File: src/sv/tat_pkg.sv
package tat_pkg;

	// table and rule sizes
	localparam int ALERT_SLOTS = 16;
	localparam int RULE_SLOTS  = 8;
	localparam int NUM_REGS    = 8;

	localparam int SLOT_W = (ALERT_SLOTS > 1) ? $clog2(ALERT_SLOTS) : 1;
	localparam int RULE_W = (RULE_SLOTS > 1) ? $clog2(RULE_SLOTS) : 1;
	localparam int CNT_W  = $clog2(ALERT_SLOTS + 1);

	// register port
	localparam int REG_W   = 44;
	localparam int APB_DW  = 64;
	localparam int REG_IW  = $clog2(NUM_REGS);
	localparam int APB_AW  = REG_IW + 3;

	// stored entry fields
	localparam int INFO_W  = 25;
	localparam int VALUE_W = 32;

	// max resolve count
	localparam int RES_MAX = 31;

	typedef enum logic [1:0] {
		CMP_GT = 2'd0,
		CMP_LT = 2'd1,
		CMP_GE = 2'd2,
		CMP_LE = 2'd3
	} cmp_t;

	typedef enum logic [1:0] {
		OP_MEAS    = 2'd0,
		OP_RESOLVE = 2'd1,
		OP_READ    = 2'd2
	} op_t;

	typedef struct packed {
		logic        valid;
		logic [7:0]  stype;
		cmp_t        mode;
		logic        level;
		logic [31:0] thr;
	} rule_t;

	// controller to datapath
	typedef struct packed {
		logic              capture;
		logic              match_load;
		logic              rule_step;
		logic              resolve;
		logic              result_load;
		logic [RULE_W-1:0] rule_idx;
	} tat_cmd_t;

	// datapath to controller
	typedef struct packed {
		logic out_free;
	} tat_sts_t;

endpackage

File: src/sv/tat_cmd_if.sv
interface tat_cmd_if;
	logic               valid;
	logic               ready;
	logic [1:0]         op;
	logic [15:0]        sensor_num;
	logic [7:0]         sensor_kind;
	logic signed [31:0] sample_value;
	logic [3:0]         entry_index;

	modport source (output valid, op, sensor_num, sensor_kind, sample_value, entry_index,
		input ready);
	modport sink (input valid, op, sensor_num, sensor_kind, sample_value, entry_index,
		output ready);
endinterface

File: src/sv/tat_rsp_if.sv
interface tat_rsp_if;
	logic               valid;
	logic               ready;
	logic [3:0]         new_alerts;
	logic [3:0]         dropped_alerts;
	logic [4:0]         clear_count;
	logic               entry_live;
	logic [15:0]        entry_sensor;
	logic [7:0]         entry_type;
	logic               entry_level;
	logic signed [31:0] entry_value;

	modport source (output valid, new_alerts, dropped_alerts, clear_count, entry_live,
		entry_sensor, entry_type, entry_level, entry_value, input ready);
	modport sink (input valid, new_alerts, dropped_alerts, clear_count, entry_live,
		entry_sensor, entry_type, entry_level, entry_value, output ready);
endinterface

File: src/sv/tat_ram.sv
module tat_ram #(
	parameter int WIDTH = 32,
	parameter int DEPTH = 16,
	localparam int AW = (DEPTH > 1) ? $clog2(DEPTH) : 1
) (
	input  logic             clk,
	input  logic             we,
	input  logic [AW-1:0]    waddr,
	input  logic [WIDTH-1:0] wdata,
	input  logic [AW-1:0]    raddr,
	output logic [WIDTH-1:0] rdata
);

	logic [WIDTH-1:0] mem_q [DEPTH];
	logic [WIDTH-1:0] rdata_q;

	// one write port, registered read port
	always_ff @(posedge clk) begin
		if (we) begin
			mem_q[waddr] <= wdata;
		end
		rdata_q <= mem_q[raddr];
	end

	assign rdata = rdata_q;

endmodule

File: src/sv/tat_regs.sv
module tat_regs import tat_pkg::*; (
	input  logic              clk,
	input  logic              arst_n,
	input  logic              psel,
	input  logic              penable,
	input  logic              pwrite,
	input  logic [APB_AW-1:0] paddr,
	input  logic [APB_DW-1:0] pwdata,
	output logic [APB_DW-1:0] prdata,
	output logic              pready,
	output rule_t             rules [NUM_REGS]
);

	rule_t             rule_q [NUM_REGS];
	logic [REG_IW-1:0] sel;

	assign sel    = paddr[APB_AW-1:3];
	assign pready = 1'b1;

	// rule registers, written in the access phase
	always_ff @(posedge clk or negedge arst_n) begin
		if (!arst_n) begin
			for (int i = 0; i < NUM_REGS; i++) begin
				rule_q[i] <= '0;
			end
		end else if (psel && penable && pwrite) begin
			rule_q[sel] <= rule_t'(pwdata[REG_W-1:0]);
		end
	end

	// read back
	assign prdata = APB_DW'(rule_q[sel]);

	always_comb begin
		for (int i = 0; i < NUM_REGS; i++) begin
			rules[i] = rule_q[i];
		end
	end

endmodule

File: src/sv/tat_ctrl.sv
module tat_ctrl import tat_pkg::*; (
	input  logic     clk,
	input  logic     arst_n,
	tat_cmd_if.sink  cmd,
	input  tat_sts_t sts,
	output tat_cmd_t ctl
);

	typedef enum logic [5:0] {
		ST_IDLE    = 6'b000001,
		ST_MATCH   = 6'b000010,
		ST_RULE    = 6'b000100,
		ST_RESOLVE = 6'b001000,
		ST_READ    = 6'b010000,
		ST_DONE    = 6'b100000
	} state_t;

	state_t            state_q, state_d;
	logic [RULE_W-1:0] rule_q;
	logic              last_rule;

	assign last_rule = (rule_q == RULE_W'(RULE_SLOTS - 1));
	assign cmd.ready = (state_q == ST_IDLE);

	// next state and commands
	always_comb begin
		state_d         = state_q;
		ctl             = '0;
		ctl.rule_idx    = rule_q;
		ctl.capture     = cmd.valid && (state_q == ST_IDLE);
		case (state_q)
			ST_IDLE: begin
				if (cmd.valid) begin
					case (cmd.op)
						OP_MEAS:    state_d = ST_MATCH;
						OP_RESOLVE: state_d = ST_RESOLVE;
						OP_READ:    state_d = ST_READ;
						default:    state_d = ST_DONE;
					endcase
				end
			end
			ST_MATCH: begin
				ctl.match_load = 1'b1;
				state_d        = ST_RULE;
			end
			ST_RULE: begin
				ctl.rule_step = 1'b1;
				if (last_rule) begin
					state_d = ST_DONE;
				end
			end
			ST_RESOLVE: begin
				ctl.resolve = 1'b1;
				state_d     = ST_DONE;
			end
			ST_READ: begin
				state_d = ST_DONE;
			end
			ST_DONE: begin
				if (sts.out_free) begin
					ctl.result_load = 1'b1;
					state_d         = ST_IDLE;
				end
			end
			default: begin
				state_d = ST_IDLE;
			end
		endcase
	end

	// state and rule counter
	always_ff @(posedge clk or negedge arst_n) begin
		if (!arst_n) begin
			state_q <= ST_IDLE;
			rule_q  <= '0;
		end else begin
			state_q <= state_d;
			if (state_q == ST_MATCH) begin
				rule_q <= '0;
			end else if (ctl.rule_step && !last_rule) begin
				rule_q <= rule_q + RULE_W'(1);
			end
		end
	end

endmodule

File: src/sv/tat_dp.sv
module tat_dp import tat_pkg::*; (
	input  logic      clk,
	input  logic      arst_n,
	tat_cmd_if.sink   cmd,
	tat_rsp_if.source rsp,
	input  rule_t     rules [NUM_REGS],
	input  tat_cmd_t  ctl,
	output tat_sts_t  sts
);

	typedef struct packed {
		logic [3:0]         new_alerts;
		logic [3:0]         dropped_alerts;
		logic [4:0]         clear_count;
		logic               entry_live;
		logic [15:0]        entry_sensor;
		logic [7:0]         entry_type;
		logic               entry_level;
		logic signed [31:0] entry_value;
	} result_t;

	// captured item
	logic [1:0]         op_q;
	logic [15:0]        sid_q;
	logic [7:0]         stype_q;
	logic signed [31:0] sval_q;
	logic [3:0]         idx_q;

	// per-rule match lanes
	logic [RULE_SLOTS-1:0] match_q;
	logic [RULE_SLOTS-1:0] lvl_q;

	// per-slot lanes
	logic [ALERT_SLOTS-1:0] live_q;
	logic [ALERT_SLOTS-1:0] used_q;
	logic [15:0]            tag_sid_q [ALERT_SLOTS];
	logic [ALERT_SLOTS-1:0] tag_lvl_q;

	logic [3:0]       fresh_q;
	logic [3:0]       drop_q;
	logic [4:0]       cleared_q;
	result_t          out_q;
	logic             out_valid_q;

	logic [ALERT_SLOTS-1:0] hit_vec;
	logic [ALERT_SLOTS-1:0] clr_vec;
	logic [SLOT_W-1:0]      hit_idx;
	logic [SLOT_W-1:0]      free_idx;
	logic                   hit_any;
	logic                   free_any;
	logic                   cur_match;
	logic                   cur_lvl;
	logic                   do_claim;
	logic                   do_refresh;
	logic [CNT_W-1:0]       clr_cnt;
	logic [4:0]             clr_sat;

	logic                 val_we;
	logic [SLOT_W-1:0]    val_waddr;
	logic [SLOT_W-1:0]    rd_addr;
	logic [INFO_W-1:0]    info_rdata;
	logic [VALUE_W-1:0]   val_rdata;
	logic                 rd_in_range;
	result_t              res_d;

	function automatic logic rule_fires(rule_t r, logic [7:0] t, logic signed [31:0] v);
		logic signed [31:0] thr;
		logic               ok;
		thr = signed'(r.thr);
		case (r.mode)
			CMP_GT:  ok = (v > thr);
			CMP_LT:  ok = (v < thr);
			CMP_GE:  ok = (v >= thr);
			CMP_LE:  ok = (v <= thr);
			default: ok = 1'b0;
		endcase
		return r.valid && (r.stype == t) && ok;
	endfunction

	assign cur_match = match_q[ctl.rule_idx];
	assign cur_lvl   = lvl_q[ctl.rule_idx];

	// slot lanes: refresh match, resolve match, free search
	always_comb begin
		hit_idx  = '0;
		free_idx = '0;
		for (int j = 0; j < ALERT_SLOTS; j++) begin
			hit_vec[j] = live_q[j] && (tag_sid_q[j] == sid_q) && (tag_lvl_q[j] == cur_lvl);
			clr_vec[j] = live_q[j] && (tag_sid_q[j] == sid_q);
		end
		for (int j = ALERT_SLOTS - 1; j >= 0; j--) begin
			if (hit_vec[j]) begin
				hit_idx = SLOT_W'(j);
			end
			if (!live_q[j]) begin
				free_idx = SLOT_W'(j);
			end
		end
	end

	assign hit_any    = |hit_vec;
	assign free_any   = ~&live_q;
	assign do_refresh = ctl.rule_step && cur_match && hit_any;
	assign do_claim   = ctl.rule_step && cur_match && !hit_any && free_any;
	assign val_we     = do_refresh || do_claim;
	assign val_waddr  = hit_any ? hit_idx : free_idx;

	assign clr_cnt = CNT_W'($countones(clr_vec));
	assign clr_sat = (32'(clr_cnt) > RES_MAX) ? 5'(RES_MAX) : 5'(clr_cnt);

	// entry storage: sensor, type, level in one memory, value in another
	assign rd_addr = SLOT_W'(idx_q);

	tat_ram #(
		.WIDTH (INFO_W),
		.DEPTH (ALERT_SLOTS)
	) u_info_ram (
		.clk   (clk),
		.we    (do_claim),
		.waddr (free_idx),
		.wdata ({sid_q, stype_q, cur_lvl}),
		.raddr (rd_addr),
		.rdata (info_rdata)
	);

	tat_ram #(
		.WIDTH (VALUE_W),
		.DEPTH (ALERT_SLOTS)
	) u_value_ram (
		.clk   (clk),
		.we    (val_we),
		.waddr (val_waddr),
		.wdata (sval_q),
		.raddr (rd_addr),
		.rdata (val_rdata)
	);

	// result select
	assign rd_in_range = (32'(idx_q) < ALERT_SLOTS);

	always_comb begin
		res_d = '0;
		case (op_q)
			OP_MEAS: begin
				res_d.new_alerts     = fresh_q;
				res_d.dropped_alerts = drop_q;
			end
			OP_RESOLVE: begin
				res_d.clear_count = cleared_q;
			end
			OP_READ: begin
				if (rd_in_range && used_q[rd_addr]) begin
					res_d.entry_live   = live_q[rd_addr];
					res_d.entry_sensor = info_rdata[24:9];
					res_d.entry_type   = info_rdata[8:1];
					res_d.entry_level  = info_rdata[0];
					res_d.entry_value  = signed'(val_rdata);
				end
			end
			default: begin
				res_d = '0;
			end
		endcase
	end

	// item capture and rule lanes
	always_ff @(posedge clk) begin
		if (ctl.capture) begin
			op_q    <= cmd.op;
			sid_q   <= cmd.sensor_num;
			stype_q <= cmd.sensor_kind;
			sval_q  <= cmd.sample_value;
			idx_q   <= cmd.entry_index;
		end
		if (ctl.match_load) begin
			for (int i = 0; i < RULE_SLOTS; i++) begin
				match_q[i] <= rule_fires(rules[i], stype_q, sval_q);
				lvl_q[i]   <= rules[i].level;
			end
		end
		if (do_claim) begin
			tag_sid_q[free_idx] <= sid_q;
		end
		if (ctl.result_load) begin
			out_q <= res_d;
		end
	end

	// slot state, counters and output valid
	always_ff @(posedge clk or negedge arst_n) begin
		if (!arst_n) begin
			live_q      <= '0;
			used_q      <= '0;
			tag_lvl_q   <= '0;
			fresh_q     <= '0;
			drop_q      <= '0;
			cleared_q   <= '0;
			out_valid_q <= 1'b0;
		end else begin
			if (ctl.capture) begin
				fresh_q   <= '0;
				drop_q    <= '0;
				cleared_q <= '0;
			end
			if (ctl.rule_step && cur_match && !hit_any) begin
				fresh_q <= fresh_q + 4'd1;
				if (!free_any) begin
					drop_q <= drop_q + 4'd1;
				end
			end
			if (do_claim) begin
				live_q[free_idx]    <= 1'b1;
				used_q[free_idx]    <= 1'b1;
				tag_lvl_q[free_idx] <= cur_lvl;
			end
			if (ctl.resolve) begin
				live_q    <= live_q & ~clr_vec;
				cleared_q <= clr_sat;
			end
			if (ctl.result_load) begin
				out_valid_q <= 1'b1;
			end else if (rsp.ready) begin
				out_valid_q <= 1'b0;
			end
		end
	end

	assign sts.out_free = !out_valid_q || rsp.ready;

	assign rsp.valid          = out_valid_q;
	assign rsp.new_alerts     = out_q.new_alerts;
	assign rsp.dropped_alerts = out_q.dropped_alerts;
	assign rsp.clear_count    = out_q.clear_count;
	assign rsp.entry_live     = out_q.entry_live;
	assign rsp.entry_sensor   = out_q.entry_sensor;
	assign rsp.entry_type     = out_q.entry_type;
	assign rsp.entry_level    = out_q.entry_level;
	assign rsp.entry_value    = out_q.entry_value;

endmodule

File: src/sv/threshold_alert_table.sv
// channel   dir  handshake      payload
// cmd       in   valid/ready    op, sensor_num, sensor_kind, sample_value, entry_index
// rsp       out  valid/ready    new_alerts, dropped_alerts, clear_count, entry_*
// apb       in   psel/penable   rule_a..rule_h at byte address 8*i, 64-bit data
//
// a measurement goes from accept through the match load and then the rule sequencer, one rule
// per cycle, with all table slots compared in parallel lanes
// resolve and read pass through a state of their own; one item is in work at a time
// arst_n clears the rules and marks every table slot free, no clearing pass
// a finished result waits in the output register, and the next item is taken meanwhile;
// the block stalls only when a second result is ready before the first is taken
module threshold_alert_table import tat_pkg::*; (
	input  logic              clk,
	input  logic              arst_n,
	input  logic              psel,
	input  logic              penable,
	input  logic              pwrite,
	input  logic [APB_AW-1:0] paddr,
	input  logic [APB_DW-1:0] pwdata,
	output logic [APB_DW-1:0] prdata,
	output logic              pready,
	tat_cmd_if.sink           cmd,
	tat_rsp_if.source         rsp
);

	rule_t    rules [NUM_REGS];
	tat_cmd_t ctl;
	tat_sts_t sts;

	tat_regs u_regs (
		.clk     (clk),
		.arst_n  (arst_n),
		.psel    (psel),
		.penable (penable),
		.pwrite  (pwrite),
		.paddr   (paddr),
		.pwdata  (pwdata),
		.prdata  (prdata),
		.pready  (pready),
		.rules   (rules)
	);

	tat_ctrl u_ctrl (
		.clk    (clk),
		.arst_n (arst_n),
		.cmd    (cmd),
		.sts    (sts),
		.ctl    (ctl)
	);

	tat_dp u_dp (
		.clk    (clk),
		.arst_n (arst_n),
		.cmd    (cmd),
		.rsp    (rsp),
		.rules  (rules),
		.ctl    (ctl),
		.sts    (sts)
	);

	// one item in work at a time
	a_busy_after_accept: assert property (@(posedge clk) disable iff (!arst_n)
		cmd.valid && cmd.ready |=> !cmd.ready)
		else $error("item accepted while previous item in work");

	// never overwrite a result that is still waiting
	a_no_overwrite: assert property (@(posedge clk) disable iff (!arst_n)
		ctl.result_load |-> (!rsp.valid || rsp.ready))
		else $error("result register overwritten");

	// controller issues one command at a time
	a_one_cmd: assert property (@(posedge clk) disable iff (!arst_n)
		$onehot0({ctl.capture, ctl.match_load, ctl.rule_step, ctl.resolve, ctl.result_load}))
		else $error("overlapping datapath commands");

	// dropped alerts are a part of the new alerts
	a_drop_le_new: assert property (@(posedge clk) disable iff (!arst_n)
		rsp.valid |-> (rsp.dropped_alerts <= rsp.new_alerts))
		else $error("dropped count exceeds new count");

endmodule

File: src/flat_wrapper.sv
// flat-port wrapper written by rule: the top's interface ports become plain ports
module threshold_alert_table_flat import tat_pkg::*;
  (clk, arst_n, psel, penable, pwrite, paddr, pwdata, prdata, pready, cmd_valid, cmd_op, cmd_sensor_num, cmd_sensor_kind, cmd_sample_value, cmd_entry_index, cmd_ready, rsp_valid, rsp_new_alerts, rsp_dropped_alerts, rsp_clear_count, rsp_entry_live, rsp_entry_sensor, rsp_entry_type, rsp_entry_level, rsp_entry_value, rsp_ready);
  tat_cmd_if cmd_i ();
  tat_rsp_if rsp_i ();
  input  logic clk;
  input  logic arst_n;
  input  logic psel;
  input  logic penable;
  input  logic pwrite;
  input  logic [APB_AW-1:0] paddr;
  input  logic [APB_DW-1:0] pwdata;
  output logic [APB_DW-1:0] prdata;
  output logic pready;
  input wire logic [$bits(cmd_i.valid)-1:0] cmd_valid;
  input wire logic [$bits(cmd_i.op)-1:0] cmd_op;
  input wire logic [$bits(cmd_i.sensor_num)-1:0] cmd_sensor_num;
  input wire logic [$bits(cmd_i.sensor_kind)-1:0] cmd_sensor_kind;
  input wire logic [$bits(cmd_i.sample_value)-1:0] cmd_sample_value;
  input wire logic [$bits(cmd_i.entry_index)-1:0] cmd_entry_index;
  output wire logic [$bits(cmd_i.ready)-1:0] cmd_ready;
  output wire logic [$bits(rsp_i.valid)-1:0] rsp_valid;
  output wire logic [$bits(rsp_i.new_alerts)-1:0] rsp_new_alerts;
  output wire logic [$bits(rsp_i.dropped_alerts)-1:0] rsp_dropped_alerts;
  output wire logic [$bits(rsp_i.clear_count)-1:0] rsp_clear_count;
  output wire logic [$bits(rsp_i.entry_live)-1:0] rsp_entry_live;
  output wire logic [$bits(rsp_i.entry_sensor)-1:0] rsp_entry_sensor;
  output wire logic [$bits(rsp_i.entry_type)-1:0] rsp_entry_type;
  output wire logic [$bits(rsp_i.entry_level)-1:0] rsp_entry_level;
  output wire logic [$bits(rsp_i.entry_value)-1:0] rsp_entry_value;
  input wire logic [$bits(rsp_i.ready)-1:0] rsp_ready;
  assign cmd_i.valid = cmd_valid;
  assign cmd_i.op = cmd_op;
  assign cmd_i.sensor_num = cmd_sensor_num;
  assign cmd_i.sensor_kind = cmd_sensor_kind;
  assign cmd_i.sample_value = cmd_sample_value;
  assign cmd_i.entry_index = cmd_entry_index;
  assign cmd_ready = cmd_i.ready;
  assign rsp_valid = rsp_i.valid;
  assign rsp_new_alerts = rsp_i.new_alerts;
  assign rsp_dropped_alerts = rsp_i.dropped_alerts;
  assign rsp_clear_count = rsp_i.clear_count;
  assign rsp_entry_live = rsp_i.entry_live;
  assign rsp_entry_sensor = rsp_i.entry_sensor;
  assign rsp_entry_type = rsp_i.entry_type;
  assign rsp_entry_level = rsp_i.entry_level;
  assign rsp_entry_value = rsp_i.entry_value;
  assign rsp_i.ready = rsp_ready;
  threshold_alert_table u_core (.clk(clk), .arst_n(arst_n), .psel(psel), .penable(penable), .pwrite(pwrite), .paddr(paddr), .pwdata(pwdata), .prdata(prdata), .pready(pready), .cmd(cmd_i), .rsp(rsp_i));
endmodule
File: config.mk
export PLATFORM = sky130hd
export DESIGN_NAME = threshold_alert_table_flat
export DESIGN_NICKNAME = d
export VERILOG_FILES = /design/src/sv/tat_pkg.sv /design/src/sv/tat_cmd_if.sv /design/src/sv/tat_rsp_if.sv /design/src/sv/tat_ram.sv /design/src/sv/tat_regs.sv /design/src/sv/tat_ctrl.sv /design/src/sv/tat_dp.sv /design/src/sv/threshold_alert_table.sv /design/src/flat_wrapper.sv
export SDC_FILE = /design/constraint.sdc
export NUM_CORES = 2
export LEC_CHECK = 0
export BUFFER_PORTS_ARGS = -buffer_cell sky130_fd_sc_hd__buf_2
export CAP_MARGIN = 15
export CORE_ASPECT_RATIO = 1.1
export CORE_UTILIZATION = 55
export CTS_CLUSTER_SIZE = 10
export DETAILED_ROUTE_END_ITERATION = 8
export PLACE_DENSITY = 0.72
export SLEW_MARGIN = 10
export SYNTH_ARGS = -nofsm -noshare
export SYNTH_HDL_FRONTEND = slang
export SYNTH_SLANG_ARGS = --single-unit
File: constraint.sdc
create_clock -name clk -period 10.5 [get_ports clk]
set_clock_uncertainty 0.2 [all_clocks]
set_input_delay 2.1 -clock clk [delete_from_list [all_inputs] [get_ports clk]]
set_output_delay 2.1 -clock clk [all_outputs]
set_load 0.05 [all_outputs]
==> reports/results.tsv <==
stage	metric	value	unit
clock_tree	insertion_delay	0.81	ns
sta	timing.fmax	150	MHz
clock_tree	clockBufferDepth	3	
clock_tree	holdBufCountCts	0	
synthesis	synth-async-reset-ratio	27.4	%
detailed_routing	detail_route.wl_per_cell	26.9	um
layout	design.final.nets	5457	
setup_path	worstPathMaxFanout	30	
synthesis	synth_seq_cells	1541	
global_routing	grt.overflow.total	0	
die	rows	136	
setup_path	worst_setup_start_kind	input port	
pwr	cellInternalPower	11.9	mW
clock_tree	cts_setup_buffers	0	
synthesis	synth_sequential_area_ratio	62.4	%
sta	rsz_0062_raised_after_global_routing	no	
synthesis	synthFlopType	sky130_fd_sc_hd__edfxtp_1	
pwr	finalPower	16.9	mW
synthesis	biggest_area_contributors_in_the_synthesized_netlist	sky130_fd_sc_hd__edfxtp_1 46%, sky130_fd_sc_hd__dfrtp_1 15%, sky130_fd_sc_hd__mux4_2 9.6%	
sta	slew_violations	0	
clock_tree	cts_buffers	174	
global_routing	grt_pass1_wl	272000	um
sta	setup_viol_count_final	0	
worst_hold_path	hold_class	register to register	
die	design.die.area	0.129	mm2
status	run_status	finished, violations left	
synthesis	avg_synthesized_cell_area	14.6	um2
global_routing	pin_count_of_the_biggest_net_entering_global_routing	161	
global_routing	grt_usage	28.8	%
sta	timing.final.crit_period	6.65	ns
detailed_routing	dr.pass1.iters	9	
detailed_routing	via_count	42500	
place	place.gp.congestion	0.929	
clock_tree	ctsHtreeMaxLevel	4	
synthesis	post_synth_instance_area	0.0699	mm2
pwr	p_leak	29.6	nW
job	number_of_violations_of_the_max_capacitance_limit	0	
pwr	vdd.ir_drop.worst	139	uV
detailed_routing	drt_via_density	6.21	
place	detailed_place_hpwl	113000	um
pwr	power_frac_seq	45.6	%
setup_path	setup.worst_path.end_class	primary output	
die	i_o_pin_count	277	
sta	final.setup.tns	0	ns
clock_tree	clock_sinks	1541	
synthesis	netlist_instances	4793	
pwr	share_comb_of_total_power	21.4	%
layout	synth_to_layout_area_growth	11.8	%
synthesis	synth_largest_area_cell	sky130_fd_sc_hd__edfxtp_1	
synthesis	synth_enable_flop_cells	1061	
setup_path	path_class	input port to primary output	
pwr	power-per-cell-area	217	mW/mm2
sta	min_period_over_period	63.3	%
layout	drive_above_1_share	19.4	%
clock_tree	post_cts_resized	0	
clock_tree	ctsRootBufferMaster	sky130_fd_sc_hd__clkbuf_16	
clock_tree	clk_pin_slew	0.05	ns
detailed_routing	ant_nets	0	
sta	timing.final.hold_violations	0	
setup_path	cp_arrival	4.35	ns
die	die_width	342	um
layout	num-fill-cells	9160	
die	initial_utilization	55.7	%
pwr	switching_share	29.8	%
place	port-buffer-count	232	
synthesis	post-synth-top-area-fraction	45.6	%
pwr	clockPowerShare	33.0	%
status	failing_checks	design-rule violations	
detailed_routing	drc	98	
detailed_routing	postRouteWirelength	184000	um
die	design.core.area	0.126	mm2
setup_path	worst-endpoint-required	8.20	ns
synthesis	synth_cell_type_count	83	
die	floorplan.die.height	376	um
detailed_routing	drt_first_iter_violations	4482	
global_routing	antenna_violations_before_repair	15	
synthesis	synthesis.yosys.warnings	0	
pwr	netSwitchingPower	5.06	mW
sta	worstMarginPinSlew	1.21	ns
global_routing	first_global_vias	42300	
sta	worst_slew_margin_rel	19.6	%
clock_tree	tritoncts	built	
## critical path: stages
cell and delay, ns:
sky130_fd_sc_hd__buf_2 0.24, sky130_fd_sc_hd__and3b_2 0.59, sky130_fd_sc_hd__buf_4 0.58, sky130_fd_sc_hd__a22oi_1 0.18, sky130_fd_sc_hd__nand4_1 0.29, sky130_fd_sc_hd__buf_2 0.32
## stage by stage
| step | worst slack [ns] | utilization [%] | instance area [um2] | std cells | hold slack, ns |
|---|---|---|---|---|---|
| after floorplan | 3.90 | - | 70000 | 4812 | 0.229 |
| after global placement | 3.98 | 58.1 | 73000 | 6523 | 0.247 |
| after detailed placement | 3.95 | 58.1 | 73000 | 6523 | 0.248 |
| after CTS | 3.94 | 62.2 | 78200 | 6840 | 0.264 |
| after global routing | 3.87 | 62.2 | 78200 | 6841 | 0.278 |
| final | 3.85 | 62.2 | 78200 | 6843 | 0.262 |
## cell usage after synthesis, drive strengths merged, types with 8 or more instances
library cell and count:
o21a 20, nor4 53, or2 8, nand3 49, a22oi 176, buf 114, o21ai 317, a211oi 8
o211ai 12, xnor2 202, nor2 63, nor3b 16, xor2 139, nand4 159, nand2 336, clkbuf 166
a21oi 60, mux2i 14, a31oi 10, nand2b 17, a21o 81, inv 313, nor3 35, dfrtp 422
mux4 299, and3 10, dfxtp 57, edfxtp 1061, and2 81, mux2 117, ha 265, nor2b 22
fa 10
## area by class of cell
| cell class | instances | area, um2 | share of cell area (%) |
|---|---|---|---|
| flip-flops and latches | 1541 | 43600 | 55.8 |
| inverters | 313 | 1180 | 1.51 |
| diodes | 3 | 7.51 | 0.00960 |
| clock buffers | 305 | 5000 | 6.40 |
| multi-input cells | 2678 | 24100 | 30.9 |
| clock inverters | 12 | 163 | 0.208 |
| repair buffers | 335 | 1990 | 2.55 |
| well taps | 1656 | 2070 | 2.65 |
## power groups by stage
stage          clock, mW  sequential [mW]  combinational [mW]
2_1_floorplan          0             7.86                2.38
3_3_place_gp           0             7.80                3.53
3_5_place_dp           0             7.82                3.61
4_1_cts             5.66             7.71                3.63
5_1_grt             5.89             7.78                3.94
6_report            5.59             7.72                3.63
## cell usage in the layout, fill, tap and decap left out, types with 9 or more instances in the layout
cell,Yosys,layout
sky130_fd_sc_hd__nand3_1,49,49
sky130_fd_sc_hd__inv_1,312,311
sky130_fd_sc_hd__nand2b_1,17,17
sky130_fd_sc_hd__buf_2,33,231
sky130_fd_sc_hd__nor3b_1,16,9
sky130_fd_sc_hd__a31oi_1,10,10
sky130_fd_sc_hd__nor4_1,51,48
sky130_fd_sc_hd__nor2_1,62,50
sky130_fd_sc_hd__buf_4,45,99
sky130_fd_sc_hd__a21o_1,81,81
sky130_fd_sc_hd__o21a_1,20,20
sky130_fd_sc_hd__o21ai_0,317,317
sky130_fd_sc_hd__dfrtp_1,422,422
sky130_fd_sc_hd__xor2_1,139,139
sky130_fd_sc_hd__mux2_2,115,115
sky130_fd_sc_hd__a21oi_1,60,59
sky130_fd_sc_hd__and2_1,80,80
sky130_fd_sc_hd__clkbuf_16,0,180
sky130_fd_sc_hd__nor3_1,33,24
sky130_fd_sc_hd__dfxtp_1,57,57
sky130_fd_sc_hd__nor2b_1,22,22
sky130_fd_sc_hd__mux2i_1,13,13
sky130_fd_sc_hd__nand2_1,335,335
sky130_fd_sc_hd__ha_1,265,265
sky130_fd_sc_hd__xnor2_1,201,201
sky130_fd_sc_hd__nor3_2,2,10
sky130_fd_sc_hd__conb_1,2,21
sky130_fd_sc_hd__edfxtp_1,1061,1061
sky130_fd_sc_hd__a22oi_1,176,176
sky130_fd_sc_hd__fa_1,10,10
sky130_fd_sc_hd__nand4_1,159,159
sky130_fd_sc_hd__o211ai_1,12,12
sky130_fd_sc_hd__mux4_2,297,297
sky130_fd_sc_hd__nor2_4,0,11
sky130_fd_sc_hd__clkbuf_1,157,122
## cell families (layout without fill, tap and decap cells)
| kind of cell | Yosys count | in the layout | synth area share [%] |
|---|---|---|---|
| DFF | 1541 | 1541 | 62.4 |
| and+or+nand+nor | 885 | 885 | 6.53 |
| AOI/OAI and AO/OA | 726 | 726 | 6.52 |
| buffers and inverters | 593 | 965 | 3.52 |
| muxes | 430 | 430 | 11.7 |
| xor gates and xnor gates | 341 | 341 | 4.28 |
| adders and majority gates | 275 | 275 | 5.03 |
| other | 2 | 24 | 0.0107 |
## routing by layer
| metal | vias to the layer above | track usage [%] | part of all wire, % |
|---|---|---|---|
| li1 | 18500 | - | - |
| met1 | 21600 | 38.6 | 39 |
| met2 | 1997 | 46.7 | 48 |
| met3 | 365 | 5.72 | 8.4 |
| met4 | 10 | 11.0 | 3.7 |
| met5 | - | 0 | 0.035 |
## worst paths after layout
kind	to	from	slack (ns)	depth (start not counted)
worst min register to register	u_core.u_dp.used_q[14]$_DFFE_PN0P_	u_core.u_dp.used_q[14]$_DFFE_PN0P_	0.26	1
worst max-delay path	prdata[27]	paddr[5]	3.85	6
worst min-delay path	u_core.u_dp.used_q[14]$_DFFE_PN0P_	u_core.u_dp.used_q[14]$_DFFE_PN0P_	0.26	1
min in group asynchronous	u_core.u_regs.rules[141]$_DFFE_PN0P_	arst_n	1.01	1
max in group asynchronous	u_core.u_regs.rules[342]$_DFFE_PN0P_	arst_n	6.93	3
worst max register to register	u_core.u_dp.tag_sid_q[7][0]$_DFFE_PP_	u_core.u_ctrl.rule_q[1]$_DFFE_PN0P_	4.61	11
## sequential cells by signal (all words and copies together), names as in the netlist, 16 cells and up
name,cells
u_core.u_dp.live_q,16
u_core.u_dp.rsp.entry_sensor,16
u_core.u_dp.rsp.entry_value,32
u_core.u_dp.sid_q,16
u_core.u_dp.sval_q,32
u_core.u_dp.tag_lvl_q,16
u_core.u_dp.tag_sid_q,240
u_core.u_dp.u_info_ram.mem_q,160
u_core.u_dp.u_info_ram.rdata,25
u_core.u_dp.u_value_ram.mem_q,512
u_core.u_dp.u_value_ram.rdata,32
u_core.u_dp.used_q,16
u_core.u_regs.rules,352
(Power assumes the default switching activity.)
